### src/design/rmq_pkg.sv
// Shared constants and width helpers for the rotation matrix to quaternion block.
package rmq_pkg;

  localparam int DATA_WIDTH = 16;
  localparam int FRAC_BITS  = 14;
  localparam int NUM_LANES  = 3;

  // Index of the winning candidate term
  typedef enum logic [1:0] {
    BIG_X = 2'd0,
    BIG_Y = 2'd1,
    BIG_Z = 2'd2,
    BIG_W = 2'd3
  } big_t;

  // Width of a candidate term (three elements plus one, signed)
  function automatic int term_w(input int w, input int f);
    return ((w > f) ? w : f + 1) + 2;
  endfunction

  // Bits of the nonnegative radicand term << (f-2)
  function automatic int rad_w(input int w, input int f);
    return term_w(w, f) - 1 + f - 2;
  endfunction

  // Bits of the square root result
  function automatic int root_w(input int w, input int f);
    return (rad_w(w, f) + 1) >> 1;
  endfunction

  // Quotient bits of the off-diagonal divide
  function automatic int quo_w(input int w);
    return w + 1;
  endfunction

  // Numerator bits: (|pair| << f) + 2*dom
  function automatic int num_w(input int w, input int f);
    return w + f + 2;
  endfunction

  // Remainder / compare width inside the divider
  function automatic int cmp_w(input int w, input int f);
    int a;
    int b;
    a = num_w(w, f);
    b = root_w(w, f) + 2 + quo_w(w);
    return (a > b) ? a : b;
  endfunction

endpackage

### src/design/rmq_sqrt.sv
// Pipelined restoring integer square root, one result bit per stage.
module rmq_sqrt #(
  parameter int DATA_WIDTH = rmq_pkg::DATA_WIDTH,
  parameter int FRAC_BITS  = rmq_pkg::FRAC_BITS,
  parameter int SB_WIDTH   = 1
) (
  input  logic                                            clk,
  input  logic                                            rst_n,
  input  logic                                            en,
  input  logic                                            in_valid,
  input  logic [2*rmq_pkg::root_w(DATA_WIDTH, FRAC_BITS)-1:0] in_rad,
  input  logic [SB_WIDTH-1:0]                             in_sb,
  output logic                                            out_valid,
  output logic [rmq_pkg::root_w(DATA_WIDTH, FRAC_BITS)-1:0]   out_root,
  output logic [SB_WIDTH-1:0]                             out_sb
);

  localparam int R   = rmq_pkg::root_w(DATA_WIDTH, FRAC_BITS);
  localparam int RMW = R + 3;

  logic            v_r    [R];
  logic [2*R-1:0]  rad_r  [R];
  logic [RMW-1:0]  rem_r  [R];
  logic [R-1:0]    root_r [R];
  logic [SB_WIDTH-1:0] sb_r [R];

  for (genvar s = 0; s < R; s++) begin : g_stage
    logic            v_in;
    logic [2*R-1:0]  rad_in;
    logic [RMW-1:0]  rem_in;
    logic [R-1:0]    root_in;
    logic [SB_WIDTH-1:0] sb_in;
    logic [RMW-1:0]  rem_sh;
    logic [RMW-1:0]  trial;
    logic            take;

    if (s == 0) begin : g_first
      assign v_in    = in_valid;
      assign rad_in  = in_rad;
      assign rem_in  = '0;
      assign root_in = '0;
      assign sb_in   = in_sb;
    end else begin : g_next
      assign v_in    = v_r[s-1];
      assign rad_in  = rad_r[s-1];
      assign rem_in  = rem_r[s-1];
      assign root_in = root_r[s-1];
      assign sb_in   = sb_r[s-1];
    end

    // Bring down two radicand bits, try subtracting 4*root+1
    assign rem_sh = {rem_in[RMW-3:0], rad_in[2*R-1 -: 2]};
    assign trial  = {1'b0, root_in, 2'b01};
    assign take   = (rem_sh >= trial);

    always_ff @(posedge clk) begin
      if (!rst_n) begin
        v_r[s] <= 1'b0;
      end else if (en) begin
        v_r[s] <= v_in;
      end
    end

    always_ff @(posedge clk) begin
      if (en) begin
        rad_r[s]  <= rad_in << 2;
        rem_r[s]  <= take ? (rem_sh - trial) : rem_sh;
        root_r[s] <= {root_in[R-2:0], take};
        sb_r[s]   <= sb_in;
      end
    end
  end

  assign out_valid = v_r[R-1];
  assign out_root  = root_r[R-1];
  assign out_sb    = sb_r[R-1];

endmodule

### config.mk
export PLATFORM = sky130hd
export DESIGN_NAME = rmq_sqrt
export DESIGN_NICKNAME = d
export VERILOG_FILES = /design/src/design/rmq_pkg.sv /design/src/design/rmq_sqrt.sv
export SDC_FILE = /design/constraint.sdc
export NUM_CORES = 1
export LEC_CHECK = 0
export BUFFER_PORTS_ARGS = -buffer_cell sky130_fd_sc_hd__buf_2
export CAP_MARGIN = 15
export CORE_MARGIN = 4
export CORE_UTILIZATION = 35
export CTS_BUF_LIST = sky130_fd_sc_hd__clkbuf_8
export CTS_CLUSTER_DIAMETER = 120
export DETAILED_ROUTE_END_ITERATION = 6
export PLACE_DENSITY_LB_ADDON = 0.3
export SYNTH_ARGS = -nofsm -noshare
export SYNTH_HDL_FRONTEND = slang
export SYNTH_SLANG_ARGS = --single-unit
### constraint.sdc
create_clock -name clk -period 3.52 [get_ports clk]
set_input_delay 0.352 -clock clk [delete_from_list [all_inputs] [get_ports clk]]
set_output_delay 0.352 -clock clk [all_outputs]
set_load 0.005 [all_outputs]
# Yosys cells after proc, flatten, opt, wreduce, memory -nomap -nowiden
# Memory sizes are Yosys's and may differ from the RTL's.
# Index checks and enable logic that the tools add are counted.
op_classes:
  add_sub_neg: 15
  n_lt_le_gt_ge: 15
  n_bitwise: 15
  n_mux: 35
op_table:
  columns: ["cell", "n"]
  rows:
  - ["18-bit two-way mux", 15]
  - ["18-bit by 17-bit >= comparator with 1-bit output", 14]
  - ["18-bit by 17-bit subtractor with 18-bit output", 14]
  - ["1-bit two-way mux", 20]
  - ["1-bit OR", 15]
  - ["2-bit by 1-bit subtractor with 3-bit output, second input constant", 1]
  - ["2-bit by 1-bit >= comparator with 1-bit output, second input constant", 1]
word_totals:
  word_cells: 85
  ramBits: 945
  ff_bits: 0
  mem_count: 5
mem_list:
  columns: ["memory", "depth", "width", "read_ports", "rd_clocked_by_memory_dff", "wr", "line", "source"]
  rows:
  - ["rad_r", 15, 28, 14, 0, 15, "rmq_sqrt.sv:22", "logic [2*R-1:0] rad_r [R];"]
  - ["rem_r", 15, 18, 14, 0, 15, "rmq_sqrt.sv:23", "logic [RMW-1:0] rem_r [R];"]
  - ["root_r", 15, 15, 15, 0, 15, "rmq_sqrt.sv:24", "logic [R-1:0] root_r [R];"]
  - ["sb_r", 15, 1, 15, 0, 15, "rmq_sqrt.sv:25", "logic [SB_WIDTH-1:0] sb_r [R];"]
  - ["v_r", 15, 1, 15, 0, 15, "rmq_sqrt.sv:21", "logic v_r [R];"]

# Depth between registers and ports, before layout
depth:
  ltp_word: 4
  depth_mapped: 10
  ltp_nobuf: 9

# Least setup slack after synthesis
# OpenSTA, ideal clock, no wires.
synth_timing:
  path_type: "register to register"
  from: "memory rem_r[1][59] (netlist bit)"
  to: "memory rem_r[1][79] (netlist bit) (data pin)"
  path_stages_with_launch: 10
  required_time_ns: 3.260
  arrival_ns: 2.372
  setup_slack_ns: 0.888
  period_less_slack_ns: 2.632
  cell_sequence: "edfxtp_1 -> ha_1 -> buf_6 -> a211oi_2 -> nor2_1 -> o31ai_4 -> nand3_4 -> a311oi_4 -> buf_8 -> mux2_4"
synth_rtl:
  columns: ["item", "line"]
  rows:
  - ["start: declaration", "rmq_sqrt.sv:23"]

==> results.md <==
- Remaining DRCs: 0
- Met3 WL post-DR: 2297 um
- Most used DFF post-synth: edfxtp_1
- Cells along the critical path: ha_1, nor2b_1, o31a_1, a211oi_2, o21bai_2, a211oi_4, mux2_2
- Worst path required time: 3940 ps
- I/O pins: 52
- Gp weighted congestion: approximately 0.86
- # diodes: 0
- Distinct cell type count after synthesis: between 80 and 90
- Worst R2R Start: rem_r[1][18]
- Tot Pwr: 16.82 mW
- Initial drt markers: 945
- Dpl cells: about 2900
- Final Max Slew Viols: 0
- Worst Skew: between 50 and 60 ps
- Clock Path Buffers: 3
- DRT Pass-1 Iters: 5
- Num CTS Buffers: between 90 and 100
- Clock insertion delay at the later pin of the skew report: 690 ps
- DR vias: 15010
- Die width: ~280 um
- Type of the tightest min-delay check: primary input to flip-flop
- Final wirelength: approximately 45000 um
- Total track usage: between 10% and 20%
- HP Start: en
- WHS Path Cells: 1
- Commonest non-fill, non-tap cells in the layout: edfxtp_1 (567), inv_1 (197), ha_1 (135), nor2_1 (106), clkbuf_8 (99)
- Slowest stage cell, crit path: a211oi_4
- Met1 wire length: ~19000 um
- Ys async rst share: 0%
- Initial antenna violation count: 0
- Top layer reached by signal wires: met4
- Layout cells sized above 1: 12.21%
- Crit-path max cell delay: about 600 ps
- Area delta synth->final: 14.15%
- Setup violations, final: 0
- Critical path class: flip-flop to flip-flop
- R2R Setup Slk: around 530 ps
- IR drop worst, VDD: between 0.0002 and 0.0003 V
- # port buffers: 51
- Minimum clock period: between 2000 and 3000 ps
- Yosys warnings: 0
- Crit end category: flip-flop
- Final period util: between 80% and 90%
- CTS tree: done
- Dpl cell area: between 20000 and 30000 um^2
- Clock Sinks: roughly 570
- Flops & latches, synth: between 500 and 600
- Cell area after synthesis: around 26000 um^2
- HPWL after DPL: 30540 um
- Fmax: about 330 MHz
- First-pass GRT wire length: 75870 um
- Core Area: between 70000 and 80000 um^2
- Synthesized instance count: 1874
- Vias in the first global route: approximately 15000
- CTS clk-pin slew, worst paths: 60 ps
- RSZ-0062 raised after global routing: false
- Setup TNS: 0 ps
- RR Endpoint: rem_r[1][38]
- Grt total ovfl: 0
- Crit path DAT: 3410 ps
- Slew HR: about 53%
- DR WL met2: between 20000 and 25000 um
- Critical path launch point: rem_r[1][18]
- Die H: between 200 and 300 um
- Status: finished, final reports clean
- Finished Layout Cells: around 3100
- Final instance area: just under 30000 um^2
- Worst-path fanout max: 11
- Cells on worst reg2reg path: 7
- Starting Density: between 30% and 40%
- Number of max-cap violations: 0
- Drt wl/cell: ~15 um
- Register area share after synthesis: about two thirds
- Die ar.: slightly below 80000 um^2
- Leak: approximately 11 nW
- Hold EP: sb_r[2][1]
- CP startpoint kind: flip-flop
- Commonest non-fill, non-tap cell in the layout: edfxtp_1
- Post-Syn Nets: about 2000
- Pwr Density: ~570 nW/um^2
- Final antenna-violating net count: 0
- Hold Fails Final Rpt: 0
- Net count, final: between 2000 and 2500
- Largest net degree at the start of global routing: 91
- Root buf cell: clkbuf_8
- Worst Tran Pin Value: around 700 ps
- Postcts setup bufs: 0
- Post-synth EDFFs: approximately 570
- Vias per inst: 4.860
- CTS HTree Levels: 3
- Site Rows: 99
- Mapped Avg Cell Area: 13.86 um^2
-- power by group --
part	switching, mW	internal (mW)	total (mW)
clock network	2.67	2.86	5.53
logic	1.37	1.18	2.54
registers	0.395	8.35	8.74
-- Yosys cell counts (7+ instances only) --
cell type  instances  area, um^2
ha_1             135        1689
a21o_1            22       165.2
or3_1             18       112.6
nand2b_1          16       100.1
or4_1             10       75.07
o21bai_1           8       60.06
a211oi_1          15       112.6
a21oi_1           95       475.5
and3_1            22       137.6
and2_1             7       43.79
nand3_1           32       160.2
clkbuf_1          11       41.29
nor4_1            27       168.9
o31ai_1           16       120.1
mux2i_1            8       80.08
or2_2              9       56.30
a31oi_1           14       87.58
edfxtp_1         567       17030
nor3_1            43       215.2
xnor2_1           89       779.5
inv_1            163       611.8
mux2_2            33       371.6
nand4b_1           8       70.07
o211ai_1          10       75.07
nor2b_1           17       106.4
nand2_1           85       319.1
mux2_4             7       105.1
o21a_1            29       217.7
nand4_1           23       143.9
o21ai_0           64       320.3
nor2_1           106       397.9
xor2_1            67       586.8
mux2_1             8       90.09
-- state kept, by name, indices dropped and copies added, names as in the netlist --
| register | count |
|---|---|
| rad_r | 210 |
| sb_r | 15 |
| root_r | 120 |
| v_r | 15 |
| rem_r | 208 |
-- cell families (layout without fill, tap and decap cells) --
group / Yosys count / count (layout) / synth area share, %
buf+inv: 188 / 443 / 2.913
other cells: 1 / 1 / 0.01443
xor+xnor: 156 / 156 / 5.259
fa+ha+maj: 135 / 135 / 6.501
mux: 56 / 56 / 2.490
compound gates: 323 / 323 / 8.254
simple gates: 447 / 447 / 8.962
flops: 568 / 568 / 65.61
-- final cells by class --
cell class | instances | area, um^2
Inverter | 165 | 619.3
Timing Repair Buffer | 104 | 810.8
Fill cell | 6800 | 43670
Clock inverter | 75 | 441.7
Multi-Input combinational cell | 1118 | 8179
Clock buffer | 99 | 1363
Tap cell | 959 | 1200
Sequential cell | 568 | 17050
-- per-layer routing --
layer / vias up / track usage (%)
met3: 112 / 2.829
met4: 0 / 4.678
met2: 354 / 19.89
met1: 7165 / 14.10
met5: - / 0
li1: 7376 / -
-- metrics by stage --
stage / util [%] / worst slack [ps] / hold slack (ps)
after CTS: 40.45 / 467.8 / 105.6
final: 40.45 / 527.9 / 171.6
after global routing: 40.45 / 329.5 / 121.8
after global placement: 37.52 / 545.9 / 401.0
after detailed placement: 37.52 / 488.3 / 404.5
after floorplan: - / 887.9 / 400.3
-- repair_timing --
item | 4_1_cts | 5_1_grt
hold endpoints to repair | 34 | 0
setup endpoints to repair | 0 | 0
gates resized for setup | 0 | 0
hold buffers | 34 | 0
-- worst max-delay path by stage --
stage,depth (start not counted),to,slack (ps)
after CTS,7,rem_r[1][46],470
after floorplan,9,rem_r[1][79],890
after global placement,7,rem_r[1][38],550
after global routing,7,rem_r[1][46],330
after detailed placement,7,rem_r[1][38],490
final,7,rem_r[1][38],530
-- critical path, delay by kind of cell, from the launching register on --
family                   cells  cell delay (ps)
AO/OA/AOI/OAI                4             1400
adder cells (fa/ha/maj)      1              380
flip-flops                   1              380
AND/OR/NAND/NOR              1              170
multiplexers                 1              410
Note: power is estimated with default switching activity, not from simulation.
