### config.mk
export PLATFORM = sky130hd
export DESIGN_NAME = rmq_div
export DESIGN_NICKNAME = d
export VERILOG_FILES = /design/src/design/rmq_pkg.sv /design/src/design/rmq_div.sv
export SDC_FILE = /design/constraint.sdc
export NUM_CORES = 2
export LEC_CHECK = 0
export BUFFER_PORTS_ARGS = -buffer_cell sky130_fd_sc_hd__buf_2
export CAP_MARGIN = 40
export CORE_ASPECT_RATIO = 1.2
export CORE_UTILIZATION = 60
export DETAILED_ROUTE_END_ITERATION = 12
export PLACE_DENSITY_LB_ADDON = 0.2
export SLEW_MARGIN = 20
export SYNTH_ARGS = -nofsm -noshare
export SYNTH_HDL_FRONTEND = slang
export SYNTH_SLANG_ARGS = --single-unit
export TNS_END_PERCENT = 1
### constraint.sdc
create_clock -name clk -period 4.5 [get_ports clk]
set_clock_uncertainty 0.15 [all_clocks]
set_input_delay 0 -clock clk [delete_from_list [all_inputs] [get_ports clk]]
set_output_delay 0 -clock clk [all_outputs]
set_load 0.03 [all_outputs]
### src/design/rmq_pkg.sv
// Shared constants and width helpers for the rotation matrix to quaternion block.
package rmq_pkg;

  localparam int DATA_WIDTH = 16;
  localparam int FRAC_BITS  = 14;
  localparam int NUM_LANES  = 3;

  // Index of the winning candidate term
  typedef enum logic [1:0] {
    BIG_X = 2'd0,
    BIG_Y = 2'd1,
    BIG_Z = 2'd2,
    BIG_W = 2'd3
  } big_t;

  // Width of a candidate term (three elements plus one, signed)
  function automatic int term_w(input int w, input int f);
    return ((w > f) ? w : f + 1) + 2;
  endfunction

  // Bits of the nonnegative radicand term << (f-2)
  function automatic int rad_w(input int w, input int f);
    return term_w(w, f) - 1 + f - 2;
  endfunction

  // Bits of the square root result
  function automatic int root_w(input int w, input int f);
    return (rad_w(w, f) + 1) >> 1;
  endfunction

  // Quotient bits of the off-diagonal divide
  function automatic int quo_w(input int w);
    return w + 1;
  endfunction

  // Numerator bits: (|pair| << f) + 2*dom
  function automatic int num_w(input int w, input int f);
    return w + f + 2;
  endfunction

  // Remainder / compare width inside the divider
  function automatic int cmp_w(input int w, input int f);
    int a;
    int b;
    a = num_w(w, f);
    b = root_w(w, f) + 2 + quo_w(w);
    return (a > b) ? a : b;
  endfunction

endpackage

### src/design/rmq_div.sv
// Pipelined rounding divider for the three non-dominant components, one quotient bit per stage.
module rmq_div #(
  parameter int DATA_WIDTH = rmq_pkg::DATA_WIDTH,
  parameter int FRAC_BITS  = rmq_pkg::FRAC_BITS,
  parameter int SB_WIDTH   = 1
) (
  input  logic                                          clk,
  input  logic                                          rst_n,
  input  logic                                          en,
  input  logic                                          in_valid,
  input  logic [DATA_WIDTH:0]                           in_mag [rmq_pkg::NUM_LANES],
  input  logic [rmq_pkg::root_w(DATA_WIDTH, FRAC_BITS)-1:0] in_dom,
  input  logic [SB_WIDTH-1:0]                           in_sb,
  output logic                                          out_valid,
  output logic [rmq_pkg::quo_w(DATA_WIDTH)-1:0]         out_quo [rmq_pkg::NUM_LANES],
  output logic [SB_WIDTH-1:0]                           out_sb
);

  localparam int R  = rmq_pkg::root_w(DATA_WIDTH, FRAC_BITS);
  localparam int QW = rmq_pkg::quo_w(DATA_WIDTH);
  localparam int NW = rmq_pkg::num_w(DATA_WIDTH, FRAC_BITS);
  localparam int CW = rmq_pkg::cmp_w(DATA_WIDTH, FRAC_BITS);
  localparam int NL = rmq_pkg::NUM_LANES;

  // Stage 0 prepares the rounded numerator; stages 1..QW resolve one bit each
  logic            v_r   [QW+1];
  logic [R+1:0]    den_r [QW+1];
  logic [CW-1:0]   rem_r [QW+1][NL];
  logic [QW-1:0]   quo_r [QW+1][NL];
  logic [SB_WIDTH-1:0] sb_r [QW+1];

  // Numerator setup
  always_ff @(posedge clk) begin
    if (!rst_n) begin
      v_r[0] <= 1'b0;
    end else if (en) begin
      v_r[0] <= in_valid;
    end
  end

  always_ff @(posedge clk) begin
    if (en) begin
      den_r[0] <= {in_dom, 2'b00};
      sb_r[0]  <= in_sb;
      for (int l = 0; l < NL; l++) begin
        rem_r[0][l] <= CW'(NW'({in_mag[l], {FRAC_BITS{1'b0}}}) + NW'({in_dom, 1'b0}));
        quo_r[0][l] <= '0;
      end
    end
  end

  for (genvar s = 1; s <= QW; s++) begin : g_stage
    localparam int BIT = QW - s;
    logic [CW-1:0] dsh;

    assign dsh = CW'(den_r[s-1]) << BIT;

    always_ff @(posedge clk) begin
      if (!rst_n) begin
        v_r[s] <= 1'b0;
      end else if (en) begin
        v_r[s] <= v_r[s-1];
      end
    end

    // Restoring step per lane
    always_ff @(posedge clk) begin
      if (en) begin
        den_r[s] <= den_r[s-1];
        sb_r[s]  <= sb_r[s-1];
        for (int l = 0; l < NL; l++) begin
          if (rem_r[s-1][l] >= dsh) begin
            rem_r[s][l] <= rem_r[s-1][l] - dsh;
            quo_r[s][l] <= quo_r[s-1][l] | (QW'(1) << BIT);
          end else begin
            rem_r[s][l] <= rem_r[s-1][l];
            quo_r[s][l] <= quo_r[s-1][l];
          end
        end
      end
    end
  end

  assign out_valid = v_r[QW];
  assign out_sb    = sb_r[QW];
  for (genvar l = 0; l < NL; l++) begin : g_out
    assign out_quo[l] = quo_r[QW][l];
  end

endmodule
Word level (Yosys, flattened, before mapping). Memory sizes are Yosys's and may differ from the RTL's. Index checks and enable logic that the tools add are counted.

Flip-flop bits (word level): 0. RAM bits: 3096. Bits of input ports: 71. Output and inout bits: 53. Logic and storage cells: 661. Memories: 5.

Memories: rem_r (words 18, width 102, read ports 17, clocked after Yosys merged registers in 0, wr ports 18, RTL line rmq_div.sv:28) `logic [CW-1:0] rem_r [QW+1][NL];`; quo_r (words 18, width 51, read ports 18, clocked after Yosys merged registers in 0, wr ports 18, RTL line rmq_div.sv:29) `logic [QW-1:0] quo_r [QW+1][NL];`; den_r (words 18, width 17, read ports 17, clocked after Yosys merged registers in 0, wr ports 18, RTL line rmq_div.sv:27) `logic [R+1:0] den_r [QW+1];`; sb_r (words 18, width 1, read ports 18, clocked after Yosys merged registers in 0, wr ports 18, RTL line rmq_div.sv:30) `logic [SB_WIDTH-1:0] sb_r [QW+1];`; v_r (words 18, width 1, read ports 18, clocked after Yosys merged registers in 0, wr ports 18, RTL line rmq_div.sv:26) `logic v_r [QW+1];`.

Add/sub/neg operators: 54. Magnitude comparators: 51. Muxes and demuxes: 431. Bitwise logic cells: 120.

Operators with widths (number): 34-bit two-way mux (51); 17-bit two-way mux (51); 1-bit two-way mux (329); 1-bit OR (120); 34-bit by 17-bit greater-or-equal comparator with 1-bit output (3); 34-bit by 18-bit greater-or-equal comparator with 1-bit output (3); 34-bit by 19-bit greater-or-equal comparator with 1-bit output (3); 34-bit by 20-bit greater-or-equal comparator with 1-bit output (3); 34-bit by 21-bit greater-or-equal comparator with 1-bit output (3); 34-bit by 22-bit greater-or-equal comparator with 1-bit output (3); 34-bit by 23-bit greater-or-equal comparator with 1-bit output (3); 34-bit by 24-bit greater-or-equal comparator with 1-bit output (3); 34-bit by 25-bit greater-or-equal comparator with 1-bit output (3); 34-bit by 26-bit greater-or-equal comparator with 1-bit output (3); 34-bit by 27-bit greater-or-equal comparator with 1-bit output (3); 34-bit by 28-bit greater-or-equal comparator with 1-bit output (3); 34-bit by 29-bit greater-or-equal comparator with 1-bit output (3); 34-bit by 30-bit greater-or-equal comparator with 1-bit output (3); 34-bit by 31-bit greater-or-equal comparator with 1-bit output (3); 34-bit by 32-bit greater-or-equal comparator with 1-bit output (3); 34-bit by 33-bit greater-or-equal comparator with 1-bit output (3); 34-bit by 17-bit subtractor with 34-bit output (3); 34-bit by 18-bit subtractor with 34-bit output (3); 34-bit by 19-bit subtractor with 34-bit output (3); 15 further kinds (45).

Logic depth before layout (Yosys ltp). An unclocked memory read counts as a cell.

Word-level depth: 6. Gate-level depth with buffers: 15. Gate-level depth less buffers: 15.

Worst setup path before layout. No wires, ideal clock.

Path kind: reg2reg. From: mem den_r[10][2] (netlist bit). To: mem rem_r[11][67] (netlist bit), data pin. Library setup time: 0.266 ns. Data arrival time: 3.056 ns. Required time: 4.084 ns. Slack: 1.029 ns. Stages on the path, launching flop included: 14. Buffers on the path: 1. Clock period less this slack: 3.471 ns. Cell sequence: edfxtp_1 ha_1 fa_1 nor2b_1 o31a_1 nor3_1 o31ai_1 and3_1 nor2_1 or2_2 clkbuf_1 or3_1 nor3_1 xor2_1.

RTL lines (RTL line): start, declared (rmq_div.sv:27); end, declared (rmq_div.sv:28).

==> implementation parameters <==
Parameter                              Value

STA
  Setup repair after global routing missed its margin    no
  Fin. max-slew vios    0
  Final hold slack    between 10 and 15 ps
  Hold violation total from the final report    0
  Final worst path period share    about 95%
  Number of setup violations in the final report    0
  Total negative setup slack    0 ps
  Post-layout min period    about 4300 ps
  Highest clock rate    0.233 GHz
  Slew at the pin closest to its max-slew limit    1000 ps
  Remaining max-slew budget at the tightest pin    33.4%

GRT
  Maximum number of pins on one net before global-route repair    ~160
  Total overflow reported by the global router    0
  Total routing usage reported by global routing    ~37%
  Number of antenna violations at the first check in global routing    18
  Via count of the first global-routing pass    90900
  First-pass GRT wire length    573 mm

Detailed routing
  Detailed-route via count    just under 90000
  Met2 wire len    208 mm
  Top routing layer used    met5
  Starting DRT DRC Count    roughly 7000
  Met1 wire length    between 100 and 150 mm
  Wire length reported by the detailed router    just under 400 mm
  Total DRC errors in the routed layout    0
  Sum of met3 wire segment lengths after detailed routing    between 15 and 20 mm
  Number of antenna-violating nets in the routed design    0
  First-pass iteration count of the detailed router    6
  Drt via density    6.26
  Post-detailed-route wirelength per cell    roughly 28 µm

Floorplanning
  Initial core utilization    around 60%
  Standard-cell row count    183
  Die Height    between 500 and 600 µm
  Count of pins on the block boundary    between 100 and 150
  Die area    ~210000 µm²
  Chip Width    roughly 420 µm
  Placeable core region    208000 µm²

Clocking
  TritonCTS sink count    about 2400
  Buffer levels on the longest clock path    3
  Total CTS buffers    around 230
  Number of levels in the clock H-tree    4
  Clock Tree Root    sky130_fd_sc_hd__clkbuf_16
  Clock-pin slew on the worst setup and hold paths    ~70 ps
  TritonCTS clock tree    done
  Insertion delay to the later sink of the worst-skew pair    approximately 930 ps

Synthesis
  Per-instance average area after synthesis    11.9 µm²
  Cell Area, Synth    126000 µm²
  Seq cells post-synth    2388
  Sequential fraction of the synthesis area    a little under three fifths
  Count of flip-flops with a built-in enable after synthesis    ~2400
  Dominant synthesized flop cell    sky130_fd_sc_hd__edfxtp_1
  Post-synth cell types    97
  Cells after Synth    approximately 11000
  Async set-reset flop share out of synthesis    0%
  Warnings, synthesis    0
  Net Count, Synth    11500

Outcome
  Run status    finished clean

Power and ir drop
  Share of total power in combinational logic    approximately a third
  Cell internal pwr    0.0538 W
  Largest vdd supply drop    around 430 µV
  Ratio of total power to cell area    just under 600 nW/µm²
  Clk network pwr share    between 20% and 30%
  Portion of total power attributed to sequential cells    between 40% and 50%
  P_sw    0.0282 W
  Switching fraction of total power    between 30% and 40%
  Leakage power summed over all cells    roughly 53 nW

Placement
  Inst Count DP    roughly 14000
  HPWL after detailed placement    between 200 and 300 mm
  Placed Area    between 100000 and 150000 µm²
  Count of port buffers added during placement    ~120
  GP Congestion    roughly 1.0

Critical path
  Required time at the worst-slack endpoint    ~5000 ps
  Type of element capturing the critical path    flip-flop
  Crit path max-delay family    compound AO/OA/AOI/OAI gates
  Critical path's slowest cell    sky130_fd_sc_hd__o31ai_1
  Critical Path Fanout Max    3
  CP arrival    between 4000 and 5000 ps
  Cell-by-cell listing of the critical path    inv_1, ha_1, fa_1, nor2b_1, o31a_1, nor3_1, o31ai_1, and2_1, nor2_1, o41ai_1, nor3_1, and2_1, xor2_1
  Kind of start point of the critical path    flip-flop
  Number of buffer and inverter stages on the critical path    1
  Depth of the most critical reg-to-reg path    13
  Reg-to-reg setup timing slack    around 200 ps
  Critical register-to-register path startpoint    rem_r[10][42]
  Capture instance of the worst register-to-register path    rem_r[11][62]
  Path type of the worst setup path    flip-flop to flip-flop
  Slowest cell delay on critical path    roughly 670 ps

Min path
  Type of the worst min-delay path    input port to flip-flop
  Hold wc startpoint    en
  WHS Path Cells    2
  Sink of the worst hold path    rem_r[2][28]

Finish
  Most common library cell in the layout ignoring fill and taps    sky130_fd_sc_hd__edfxtp_1
  Nets    about 12000
  Final design instance area without fill    approximately 140000 µm²
  Final non-filler cell total    14200
  Synthesis-to-finish area growth    12.6%
  Most used cells in the layout excluding fill and tap cells    2387 x sky130_fd_sc_hd__edfxtp_1, 813 x sky130_fd_sc_hd__nand2_1, 768 x sky130_fd_sc_hd__ha_1, 754 x sky130_fd_sc_hd__nor2_1, 698 x sky130_fd_sc_hd__o21ai_0
  Fraction of final layout cells sized beyond drive strength 1    8.82%

Run
  Max-cap violation count    0
==> worst reg2reg max path, stage by stage, from the launching register on <==
cell	delay (ps)
sky130_fd_sc_hd__edfxtp_1	420
sky130_fd_sc_hd__inv_1	180
sky130_fd_sc_hd__ha_1	270
sky130_fd_sc_hd__fa_1	400
sky130_fd_sc_hd__nor2b_1	160
sky130_fd_sc_hd__o31a_1	190
sky130_fd_sc_hd__nor3_1	100
sky130_fd_sc_hd__o31ai_1	670
sky130_fd_sc_hd__and2_1	250
sky130_fd_sc_hd__nor2_1	70
sky130_fd_sc_hd__o41ai_1	640
sky130_fd_sc_hd__nor3_1	200
sky130_fd_sc_hd__and2_1	240
sky130_fd_sc_hd__xor2_1	140
==> sequential cells by signal (all words and copies together), names as in the netlist <==
signal and cells:
den_r 242, quo_r 459, rem_r 1651, v_r 18, sb_r 18
==> how the worst max path moves through the flow <==
stage                        from             to  slack [ps]  cells after the start
floorplan            den_r[10][2]  rem_r[11][67]        1030                     13
global placement      den_r[7][3]   rem_r[8][31]         180                     13
global route         den_r[15][7]  rem_r[16][94]          10                     12
finish              rem_r[10][42]  rem_r[11][62]         200                     13
CTS                   den_r[7][3]   rem_r[8][31]          80                     13
detailed placement    den_r[7][3]   rem_r[8][31]         100                     13
==> metal layers <==
metal,GRT usage [%],vias up
met5,0,-
met4,46.0,8
met3,6.00,1690
li1,-,40800
met1,30.1,42100
met2,69.4,4100
==> cells by family (layout without fill, tap and decap cells) <==
| logic type | count (synthesis) | in the layout | synth area share, % |
|---|---|---|---|
| AO/OA/AOI/OAI | 2328 | 2328 | 11.5 |
| other | 0 | 12 | 0 |
| flip-flops | 2388 | 2388 | 57.1 |
| adder cells (fa/ha/maj) | 819 | 819 | 8.46 |
| multiplexers | 140 | 140 | 1.25 |
| AND/OR/NAND/NOR | 3244 | 3244 | 13.1 |
| XOR/XNOR | 919 | 919 | 6.41 |
| buffers and inverters | 731 | 1539 | 2.20 |
==> cell usage after synthesis, types with 55 or more instances <==
master	n	area [µm²]
sky130_fd_sc_hd__a21oi_1	669	3350
sky130_fd_sc_hd__or4_1	55	413
sky130_fd_sc_hd__nand4_1	122	763
sky130_fd_sc_hd__nor3_1	270	1350
sky130_fd_sc_hd__xor2_1	427	3740
sky130_fd_sc_hd__edfxtp_1	2387	71700
sky130_fd_sc_hd__or3_1	102	638
sky130_fd_sc_hd__and3_1	83	519
sky130_fd_sc_hd__nand2_1	813	3050
sky130_fd_sc_hd__o21a_1	162	1220
sky130_fd_sc_hd__nor2b_1	166	1040
sky130_fd_sc_hd__clkbuf_1	218	818
sky130_fd_sc_hd__a21o_1	259	1940
sky130_fd_sc_hd__ha_1	768	9610
sky130_fd_sc_hd__mux2_2	111	1250
sky130_fd_sc_hd__nand3_1	203	1020
sky130_fd_sc_hd__nor4_1	170	1060
sky130_fd_sc_hd__o21ai_0	700	3500
sky130_fd_sc_hd__a31oi_1	58	363
sky130_fd_sc_hd__nor2_1	755	2830
sky130_fd_sc_hd__nand2b_1	181	1130
sky130_fd_sc_hd__inv_1	489	1840
sky130_fd_sc_hd__xnor2_1	492	4310
==> final cells by class <==
class | instances | area [µm²]
Timing Repair Buffer | 617 | 5270
Fill cell | 14000 | 66200
Clock inverter | 159 | 2040
Sequential cell | 2388 | 71700
Inverter | 496 | 1860
Multi-Input combinational cell | 7450 | 51200
Antenna cell | 12 | 30.0
Clock buffer | 267 | 5890
Tap cell | 2775 | 3470
==> power by group through the flow <==
stage / logic [W] / registers, W / clock network, W
final: 0.0274 / 0.0343 / 0.0203
after CTS: 0.0268 / 0.0341 / 0.0204
after global routing: 0.0299 / 0.0346 / 0.0213
after detailed placement: 0.0263 / 0.0344 / 0
after global placement: 0.0255 / 0.0342 / 0
after floorplan: 0.0194 / 0.0330 / 0
==> what timing repair did <==
item,4_1_cts,5_1_grt
setup endpoints to repair,0,1
gates resized for setup,0,0
hold endpoints to repair,921,0
hold buffers,189,0
setup buffers,0,3
==> per-stage QoR <==
step / utilization (%) / setup slack, ps / power [W]
after floorplan: - / 1030 / 0.0524
after global placement: 63.2 / 185 / 0.0597
after detailed placement: 63.2 / 103 / 0.0608
after CTS: 67.9 / 80.0 / 0.0813
after global routing: 68.1 / 14.1 / 0.0857
final: 68.1 / 204 / 0.0820
Power figures use the tool's default switching activity.
