<file path="src/design/rmq_pkg.sv">
// Shared constants and width helpers for the rotation matrix to quaternion block.
package rmq_pkg;

  localparam int DATA_WIDTH = 16;
  localparam int FRAC_BITS  = 14;
  localparam int NUM_LANES  = 3;

  // Index of the winning candidate term
  typedef enum logic [1:0] {
    BIG_X = 2'd0,
    BIG_Y = 2'd1,
    BIG_Z = 2'd2,
    BIG_W = 2'd3
  } big_t;

  // Width of a candidate term (three elements plus one, signed)
  function automatic int term_w(input int w, input int f);
    return ((w > f) ? w : f + 1) + 2;
  endfunction

  // Bits of the nonnegative radicand term << (f-2)
  function automatic int rad_w(input int w, input int f);
    return term_w(w, f) - 1 + f - 2;
  endfunction

  // Bits of the square root result
  function automatic int root_w(input int w, input int f);
    return (rad_w(w, f) + 1) >> 1;
  endfunction

  // Quotient bits of the off-diagonal divide
  function automatic int quo_w(input int w);
    return w + 1;
  endfunction

  // Numerator bits: (|pair| << f) + 2*dom
  function automatic int num_w(input int w, input int f);
    return w + f + 2;
  endfunction

  // Remainder / compare width inside the divider
  function automatic int cmp_w(input int w, input int f);
    int a;
    int b;
    a = num_w(w, f);
    b = root_w(w, f) + 2 + quo_w(w);
    return (a > b) ? a : b;
  endfunction

endpackage

</file>
<file path="src/design/rmq_front.sv">
// Front stages: candidate terms, off-diagonal pairs, winner select and radicand.
module rmq_front #(
  parameter int DATA_WIDTH = rmq_pkg::DATA_WIDTH,
  parameter int FRAC_BITS  = rmq_pkg::FRAC_BITS
) (
  input  logic                                  clk,
  input  logic                                  rst_n,
  input  logic                                  en,
  input  logic                                  in_valid,
  input  logic signed [DATA_WIDTH-1:0]          m00, m01, m02,
  input  logic signed [DATA_WIDTH-1:0]          m10, m11, m12,
  input  logic signed [DATA_WIDTH-1:0]          m20, m21, m22,
  output logic                                  out_valid,
  output logic [2*rmq_pkg::root_w(DATA_WIDTH, FRAC_BITS)-1:0] out_rad,
  output logic                                  out_invalid,
  output rmq_pkg::big_t                         out_big,
  output logic [DATA_WIDTH:0]                   out_mag [rmq_pkg::NUM_LANES],
  output logic [rmq_pkg::NUM_LANES-1:0]         out_sgn
);

  localparam int TW = rmq_pkg::term_w(DATA_WIDTH, FRAC_BITS);
  localparam int RW = 2 * rmq_pkg::root_w(DATA_WIDTH, FRAC_BITS);
  localparam int PW = DATA_WIDTH + 1;
  localparam logic signed [TW-1:0] ONE = TW'(1) << FRAC_BITS;

  // Stage 1: terms and pairs
  logic                 v1_r;
  logic signed [TW-1:0] t_r [4];
  logic signed [PW-1:0] a01_r, a20_r, a12_r, d12_r, d20_r, d01_r;

  always_ff @(posedge clk) begin
    if (!rst_n) begin
      v1_r <= 1'b0;
    end else if (en) begin
      v1_r <= in_valid;
    end
  end

  always_ff @(posedge clk) begin
    if (en) begin
      t_r[0] <= TW'(m00) - TW'(m11) - TW'(m22) + ONE;
      t_r[1] <= TW'(m11) - TW'(m00) - TW'(m22) + ONE;
      t_r[2] <= TW'(m22) - TW'(m00) - TW'(m11) + ONE;
      t_r[3] <= TW'(m00) + TW'(m11) + TW'(m22) + ONE;
      a01_r  <= PW'(m01) + PW'(m10);
      a20_r  <= PW'(m20) + PW'(m02);
      a12_r  <= PW'(m12) + PW'(m21);
      d12_r  <= PW'(m12) - PW'(m21);
      d20_r  <= PW'(m20) - PW'(m02);
      d01_r  <= PW'(m01) - PW'(m10);
    end
  end

  // Winner select, first index wins ties
  rmq_pkg::big_t        big;
  logic signed [TW-1:0] tmax;
  logic signed [PW-1:0] lane [rmq_pkg::NUM_LANES];

  always_comb begin
    big  = rmq_pkg::BIG_X;
    tmax = t_r[0];
    if (t_r[1] > tmax) begin
      big  = rmq_pkg::BIG_Y;
      tmax = t_r[1];
    end
    if (t_r[2] > tmax) begin
      big  = rmq_pkg::BIG_Z;
      tmax = t_r[2];
    end
    if (t_r[3] > tmax) begin
      big  = rmq_pkg::BIG_W;
      tmax = t_r[3];
    end
  end

  // Non-dominant pairs in x, y, z, w order
  always_comb begin
    case (big)
      rmq_pkg::BIG_X: begin
        lane[0] = a01_r; lane[1] = a20_r; lane[2] = d12_r;
      end
      rmq_pkg::BIG_Y: begin
        lane[0] = a01_r; lane[1] = a12_r; lane[2] = d20_r;
      end
      rmq_pkg::BIG_Z: begin
        lane[0] = a20_r; lane[1] = a12_r; lane[2] = d01_r;
      end
      default: begin
        lane[0] = d12_r; lane[1] = d20_r; lane[2] = d01_r;
      end
    endcase
  end

  // Stage 2: radicand, sign and magnitude
  always_ff @(posedge clk) begin
    if (!rst_n) begin
      out_valid <= 1'b0;
    end else if (en) begin
      out_valid <= v1_r;
    end
  end

  always_ff @(posedge clk) begin
    if (en) begin
      out_invalid <= tmax[TW-1];
      out_big     <= big;
      out_rad     <= RW'({tmax[TW-2:0], {(FRAC_BITS-2){1'b0}}});
      for (int l = 0; l < rmq_pkg::NUM_LANES; l++) begin
        out_sgn[l] <= lane[l][PW-1];
        out_mag[l] <= lane[l][PW-1] ? PW'(-lane[l]) : PW'(lane[l]);
      end
    end
  end

endmodule

</file>
<file path="config.mk">
export PLATFORM = sky130hd
export DESIGN_NAME = rmq_front
export DESIGN_NICKNAME = d
export VERILOG_FILES = /design/src/design/rmq_pkg.sv /design/src/design/rmq_front.sv
export SDC_FILE = /design/constraint.sdc
export NUM_CORES = 1
export LEC_CHECK = 0
export BUFFER_PORTS_ARGS = -buffer_cell sky130_fd_sc_hd__buf_2
export CAP_MARGIN = 15
export CELL_PAD_IN_SITES_DETAIL_PLACEMENT = 2
export CELL_PAD_IN_SITES_GLOBAL_PLACEMENT = 2
export CORE_MARGIN = 2
export CORE_UTILIZATION = 35
export CTS_CLUSTER_DIAMETER = 30
export DETAILED_ROUTE_END_ITERATION = 12
export PLACE_DENSITY_LB_ADDON = 0.1
export REMOVE_ABC_BUFFERS = 1
export SYNTH_ARGS = -nofsm -noshare
export SYNTH_HDL_FRONTEND = slang
export SYNTH_SLANG_ARGS = --single-unit
</file>
<file path="constraint.sdc">
create_clock -name clk -period 9.8 [get_ports clk]
set_input_delay 0.49 -clock clk [delete_from_list [all_inputs] [get_ports clk]]
set_output_delay 0.49 -clock clk [all_outputs]
set_load 0.005 [all_outputs]
</file>
## Word level (Yosys, flattened, before mapping)

Memory sizes are Yosys's and may differ from the RTL's.
Cells that the tools add are included.
Widths: inputs -> output; s select.

| storage, ports and cells | value |
|---|---|
| register bits | 178 |
| bits in writable memories | 72 |
| input port bits | 148 |
| output and inout port bits | 88 |
| logic and storage cells | 58 |
| memories kept | 1 |

| cells by class | value |
|---|---|
| add/subtract/negate cells | 21 |
| magnitude comparators | 3 |
| equal/unequal tests | 2 |
| mux-type cells | 12 |
| reduce and logical (&&, ||, !) cells | 1 |

Memory list:

| memory | words | bits a word | read ports | clocked after Yosys merged registers in | wr ports | RTL line | text |
|---|---|---|---|---|---|---|---|
| t_r | 4 | 18 | 4 | 0 | 4 | rmq_front.sv:28 | `logic signed [TW-1:0] t_r [4];` |

Operators with widths:

| cell | number |
|---|---|
| $pmux 51 s3 | 1 |
| $sub 16x16->17 | 6 |
| $add 18x16->18 const B | 4 |
| $add 16x16->17 | 4 |
| $gt 18x18->1 | 3 |
| $mux 18 | 3 |
| $sub 17x16->18 | 3 |
| $neg 17->17 | 3 |
| $mux 16 | 3 |
| $add 17x16->18 | 1 |
| $mux 2 | 2 |
| $mux 1 | 3 |
| $eq 2x1->1 const B | 1 |
| $eq 2x2->1 const B | 1 |
| $logic_not 2->1 | 1 |

## Logic depth before layout (Yosys ltp)

Gate-level depths: netlist (run 1).
An unclocked memory read counts as a cell.

| logic depth | value |
|---|---|
| word-level depth | 11 |
| gate-level depth with buffers | 45 |
| gate-level depth less buffers | 36 |

## Least setup slack after synthesis (run 1)

No wires, ideal clock.

| timing | value |
|---|---|
| kind | register -> register |
| from | memory t_r[1][17] (netlist bit) |
| to | register out_mag[27] (netlist bit), data pin |
| setup time | 275 ps |
| data arrival time | 8,600 ps |
| required time | 9,525 ps |
| setup slack | 925 ps |
| cell stages (with the launch flop) | 40 |
| path buffers | 5 |
| clock period less this slack | 8,875 ps |
| cells stage by stage | edfxtp_1 -> ha_1 -> buf_4 -> a21oi_1 -> o21ai_1 -> a21o_1 -> o311a_1 -> nor2_1 -> clkbuf_1 -> buf_1 -> mux2i_1 -> ha_1 -> a21o_1 -> a21o_1 -> a211oi_1 -> o21a_1 -> o21ai_0 -> a21oi_2 -> [4 not listed] -> nand2_1 -> o21ai_0 -> ha_1 -> nor2b_1 -> o21a_1 -> o21a_1 -> o21a_1 -> o21ai_0 -> a21oi_1 -> o21a_1 -> nor3_2 -> mux2_2 -> inv_2 -> ha_1 -> o21ai_0 -> or4_4 -> o31ai_2 -> xor2_1 |

RTL lines:

| what | RTL line | text |
|---|---|---|
| start, declared | rmq_front.sv:28 |  |
| end signal, assigned by index | rmq_front.sv:110 | `out_mag[l] <= lane[l][PW-1] ? PW'(-lane[l]) : PW'(lane[l]);` |
| end, declared | rmq_front.sv:17 | `output logic [DATA_WIDTH:0] out_mag [rmq_pkg::NUM_LANES],` |

==> results of run 1 <==
[logic make-up after synthesis]
| kind of cell | count (synthesis) | synth area share, % |
|---|---|---|
| AO/OA/AOI/OAI | 492 | 15.24 |
| XOR/XNOR | 140 | 5.992 |
| adder cells (fa/ha/maj) | 350 | 24.12 |
| buffers and inverters | 330 | 6.384 |
| flip-flops | 244 | 35.71 |
| multiplexers | 51 | 2.544 |
| other | 1 | 0.01833 |
| AND/OR/NAND/NOR | 417 | 9.991 |
[critical path, delay by kind of cell, from the launching register on]
kind,cells,cell delay [ns]
xor gates and xnor gates,1,0.46
buffers and inverters,2,0.33
adders and majority gates,4,1.20
DFF,1,0.44
and+or+nand+nor,4,1.49
muxes,1,0.38
AOI/OAI and AO/OA,21,4.60
[Yosys cell counts (all sizes together), types with 33 or more instances]
master,n,area (µm²)
nand2,118,445.4
o21bai,50,375.4
fa,74,1481
xnor2,107,937.2
ha,276,3453
xor2,33,289.0
a21oi,145,740.7
nand3,43,220.2
edfxtp,242,7267
o21ai,153,769.5
nor2,125,469.2
mux2i,43,430.4
inv,281,1055
[worst max-delay path by stage]
| stage | start | end | cells after the start |
|---|---|---|---|
| 2_1_floorplan | t_r[1][17] | out_mag[14] | 33 |
| 3_3_place_gp | t_r[1][17] | out_mag[27] | 34 |
| 3_5_place_dp | t_r[0][17] | out_mag[27] | 35 |
| 4_1_cts | t_r[1][17] | out_mag[27] | 34 |
| 5_1_grt | t_r[0][4] | out_mag[27] | 35 |
| 6_report | t_r[0][4] | out_mag[21] | 33 |
[sequential cells by signal, summed over array words and instances, names as in the netlist, 17 cells and up]
signal,flops
t_r,69
out_mag,51
d01_r,17
out_rad,17
a12_r,17
d20_r,17
[cell type report]
cell class | count | area share, %
multi-input cells | 1464 | 48.01
flip-flops and latches | 244 | 29.38
clock buffers | 84 | 7.510
repair buffers | 239 | 5.035
inverters | 281 | 4.240
well taps | 765 | 3.848
clock inverters | 43 | 1.977
[per-layer routing]
layer	up-vias	track usage (%)	wire, µm
met3	83	3.460	2341
met5	-	0	0
met4	0	4.955	1103
met1	8105	30.76	32110
met2	296	37.54	31980
li1	7636	-	-
[repair_timing]
item,CTS,global route
endpoints found under the hold margin,0,0
endpoints found under the setup margin,0,30
gates resized for setup,0,3
[stage by stage]
stage               utilization [%]  area (µm²)  setup TNS, ns
CTS                           43.08       24850              0
floorplan                         -       20260         -31.76
finish                        43.11       24870              0
global placement              38.99       22490              0
global route                  43.11       24870              0
detailed placement            38.99       22490              0
==> out/metrics.csv, run 1 <==
metric,value,unit
DP Cell Count,2992,
most frequent cells in the layout,"inv_1, ha_1, edfxtp_1",
fin nets,2798,
Std-Cell Rows,88,
most frequent cell on the critical path,o21ai_0,
IO Count,236,
DRT iter0 DRCs,843,
CTS tree,yes,
critical path required time,10.14,ns
Worst Skew,0.02898,ns
slew margin rel.,30.73,%
# setup viols final,0,
predominant post-synthesis flop cell,edfxtp_1,
total routed wirelength,67.53,mm
vias post-DR,16120,
status,"complete, no violations",
H-tree depth,3,
Worst Reg-to-Reg Cells,33,
die area,60410,µm²
Final Critical Period,9.151,ns
CP startpoint kind,flip-flop,
CP max stage delay,0.72,ns
HP Start,rst_n,
Detailed Place HPWL,53.79,mm
area of the multi-input gates,11940,µm²
drc violations,0,
Hold Path Stages,2,
critical path arrival,9.49,ns
CTS max path bufs,3,
Die Wd,245.8,µm
FF/Latch Area,7307,µm²
Clock Latency Late Sink,0.59,ns
"EDFF count, synth",242,
DIE HEIGHT,245.8,µm
Syn-to-layout area delta,21.56,%
"commonest non-fill, non-tap cell in the layout",inv_1,
initial antenna violation count,0,
Final WS setup,0.6488,ns
vias per cell,5.167,
Final Cycle Share,93.38,%
Critical Path Fanout Max,27,
DRT antenna net count,0,
first-pass GRT wire length,104.1,mm
final hold slack,0.1638,ns
CTS Hold Bufs,0,
Fillers,6180,
CTS buffer count,70,
Syn Area/Cell,10.10,µm²
reg2reg setup slack,0.65,ns
#FFs+latches synth,244,
worst r2r dst,out_mag[21],
"Max stage delay cell, worst path",nor4b_1,
sequential-to-total area share from yosys stat,35.71,%
worst-margin pin slew,1.039,ns
Starting Density,35.47,%
GRT Overall Usage,22.52,%
Min-Delay Path Class,in -> reg,
RSZ-0062 raised after global routing,no,
synth warn,0,
"Distinct cells, synth",89,
GPL Wtd Cong,0.8222,
pins over their slew limit,0,
wire length per cell,21.64,µm
core area,57700,µm²
crit end category,flip-flop,
n_diodes,0,
DRT Pass-1 Iters,5,
Post-synth ARST share,0,%
vias in the first global route,17889,
"Clk pin slew, worst setup/hold paths",0.04,ns
reg2reg start,t_r[0][4],
fraction of layout cells with a size suffix above 1,16.82,%
final hold violations,0,
PortBufs,222,
Crit Path Class,reg -> reg,
Setup WS pre-CTS,0.5361,ns
"Cell Count, Final, Fillers Out",3120,
Max Fclk,109.3,MHz
post-CTS setup buffers,0,
maxcap violations,0,
Mapped Cells,2025,
GR Overflow Total,0,
pin count of the biggest net entering global routing,98,
Num Clock Sinks,244,
Hold EP,out_valid,
root cell of the clock tree,clkbuf_16,
cell area after synthesis,20460,µm²
Power of run 1 is not shown: default switching activity piles up to over one toggle a cycle in this logic, so the estimate is an artifact.
==> run 2: changes to the inputs <==
==> constraint.sdc (replaced) <==
create_clock -name clk -period 10.7 [get_ports clk]
set_input_delay 0.535 -clock clk [delete_from_list [all_inputs] [get_ports clk]]
set_output_delay 0.535 -clock clk [all_outputs]
set_load 0.005 [all_outputs]
==> out/metrics.csv, run 2 (same netlist as run 1, synthesis figures left out) <==
metric,value,unit
Num Clock Sinks,244,
CP startpoint kind,flip-flop,
max reg flops,69,
pin count of the biggest net entering global routing,108,
CTS max path bufs,3,
biggest regs,"t_r: 69 flops, out_mag: 51 flops",
fraction of layout cells with a size suffix above 1,16.60,%
crit end category,flip-flop,
met3 Use GR,3.460,%
post-cts resize count,0,
Clock Latency Late Sink,0.60,ns
critical path required time,11.02,ns
Worst Reg-to-Reg Cells,32,
fin nets,2794,
Starting Density,35.47,%
reg2reg setup slack,0.95,ns
Syn-to-layout area delta,20.85,%
vias per cell,5.148,
vias in the first global route,18097,
IO Count,236,
final hold violations,0,
slew margin rel.,30.51,%
maxcap violations,0,
CTS buffer count,69,
Worst Path Buf+Inv,4,
"Max stage delay cell, worst path",nor3_2,
initial antenna violation count,2,
die area,60410,µm²
CP max stage delay,0.58,ns
Top reg by flops,t_r,
Finished Cell Area,24730,µm²
Detailed Place HPWL,53.48,mm
gr busiest metal,met2,
DRT Pass-1 Iters,5,
# setup viols final,0,
DIE HEIGHT,245.8,µm
GRT Overall Usage,22.61,%
Critical Path Fanout Max,16,
core area,57700,µm²
Final WS setup,0.9485,ns
DRT antenna net count,0,
dpl cell area,22480,µm²
Final Cycle Share,91.14,%
PortBufs,222,
wire length per cell,21.54,µm
Final Critical Period,9.752,ns
first-pass GRT wire length,105.0,mm
CTS tree,yes,
total routed wirelength,67.08,mm
drc violations,0,
status,"complete, no violations",
pins over their slew limit,0,
"commonest non-fill, non-tap cell in the layout",inv_1,
global-route track usage on met1,30.39,%
RSZ-0062 raised after global routing,no,
post-CTS setup buffers,0,
worst r2r dst,out_mag[27],
reg2reg start,t_r[0][4],
"Clk pin slew, worst setup/hold paths",0.05,ns
Hold EP,v1_r,
Hold Path Stages,2,
Std-Cell Rows,88,
Top delay family on crit path,simple AND/OR/NAND/NOR gates,
Setup WS pre-CTS,1.007,ns
Worst Skew,0.02611,ns
vias post-DR,16035,
worst-margin pin slew,1.042,ns
most frequent cells in the layout,"inv_1, ha_1, edfxtp_1",
Post-Route Utilization,42.86,%
HP Start,rst_n,
most frequent cell on the critical path,ha_1,
CTS Hold Bufs,0,
H-tree depth,3,
final hold slack,0.1845,ns
GPL Wtd Cong,0.8146,
GR Overflow Total,0,
Max Fclk,102.5,MHz
Min-Delay Path Class,in -> reg,
Die Wd,245.8,µm
Crit Path Class,reg -> reg,
global routing usage on met2,38.50,%
critical path arrival,10.07,ns
root cell of the clock tree,clkbuf_16,
DRT iter0 DRCs,739,
-- run 2: cell type report --
cell class	count	area [µm²]
tap	765	957.2
multi-input combinational	1463	11930
timing repair buffer	237	1234
antenna	1	2.502
clock inverter	47	490.5
sequential	244	7307
inverter	281	1055
clock buffer	77	1757
fill	6176	32970
-- run 2: per-stage QoR --
step / std cells / TNS [ns]
floorplan: 1988 / -2.259
global placement: 2990 / 0
detailed placement: 2990 / 0
CTS: 3114 / 0
global route: 3114 / 0
finish: 3115 / 0
-- run 2: how the worst max path moves through the flow --
| stage | startpoint | endpoint | slack (ns) | cells after the start |
|---|---|---|---|---|
| after floorplan | t_r[1][17] | out_mag[14] | -0.27 | 33 |
| after global placement | t_r[1][17] | out_mag[27] | 1.37 | 31 |
| after detailed placement | t_r[1][17] | out_mag[27] | 1.01 | 31 |
| after CTS | t_r[1][17] | out_mag[27] | 0.95 | 31 |
| after global routing | t_r[0][17] | out_mag[27] | 0.36 | 32 |
| final | t_r[0][4] | out_mag[27] | 0.95 | 32 |
-- run 2: per-layer routing --
metal / routed length (µm) / up-vias / share of wire [%]
met2: 32140 / 271 / 48
li1: - / 7619 / -
met5: 0 / - / 0
met1: 31740 / 8072 / 47
met3: 2170 / 73 / 3.2
met4: 1039 / 0 / 1.5
Power of run 2 is left out for the same reason.
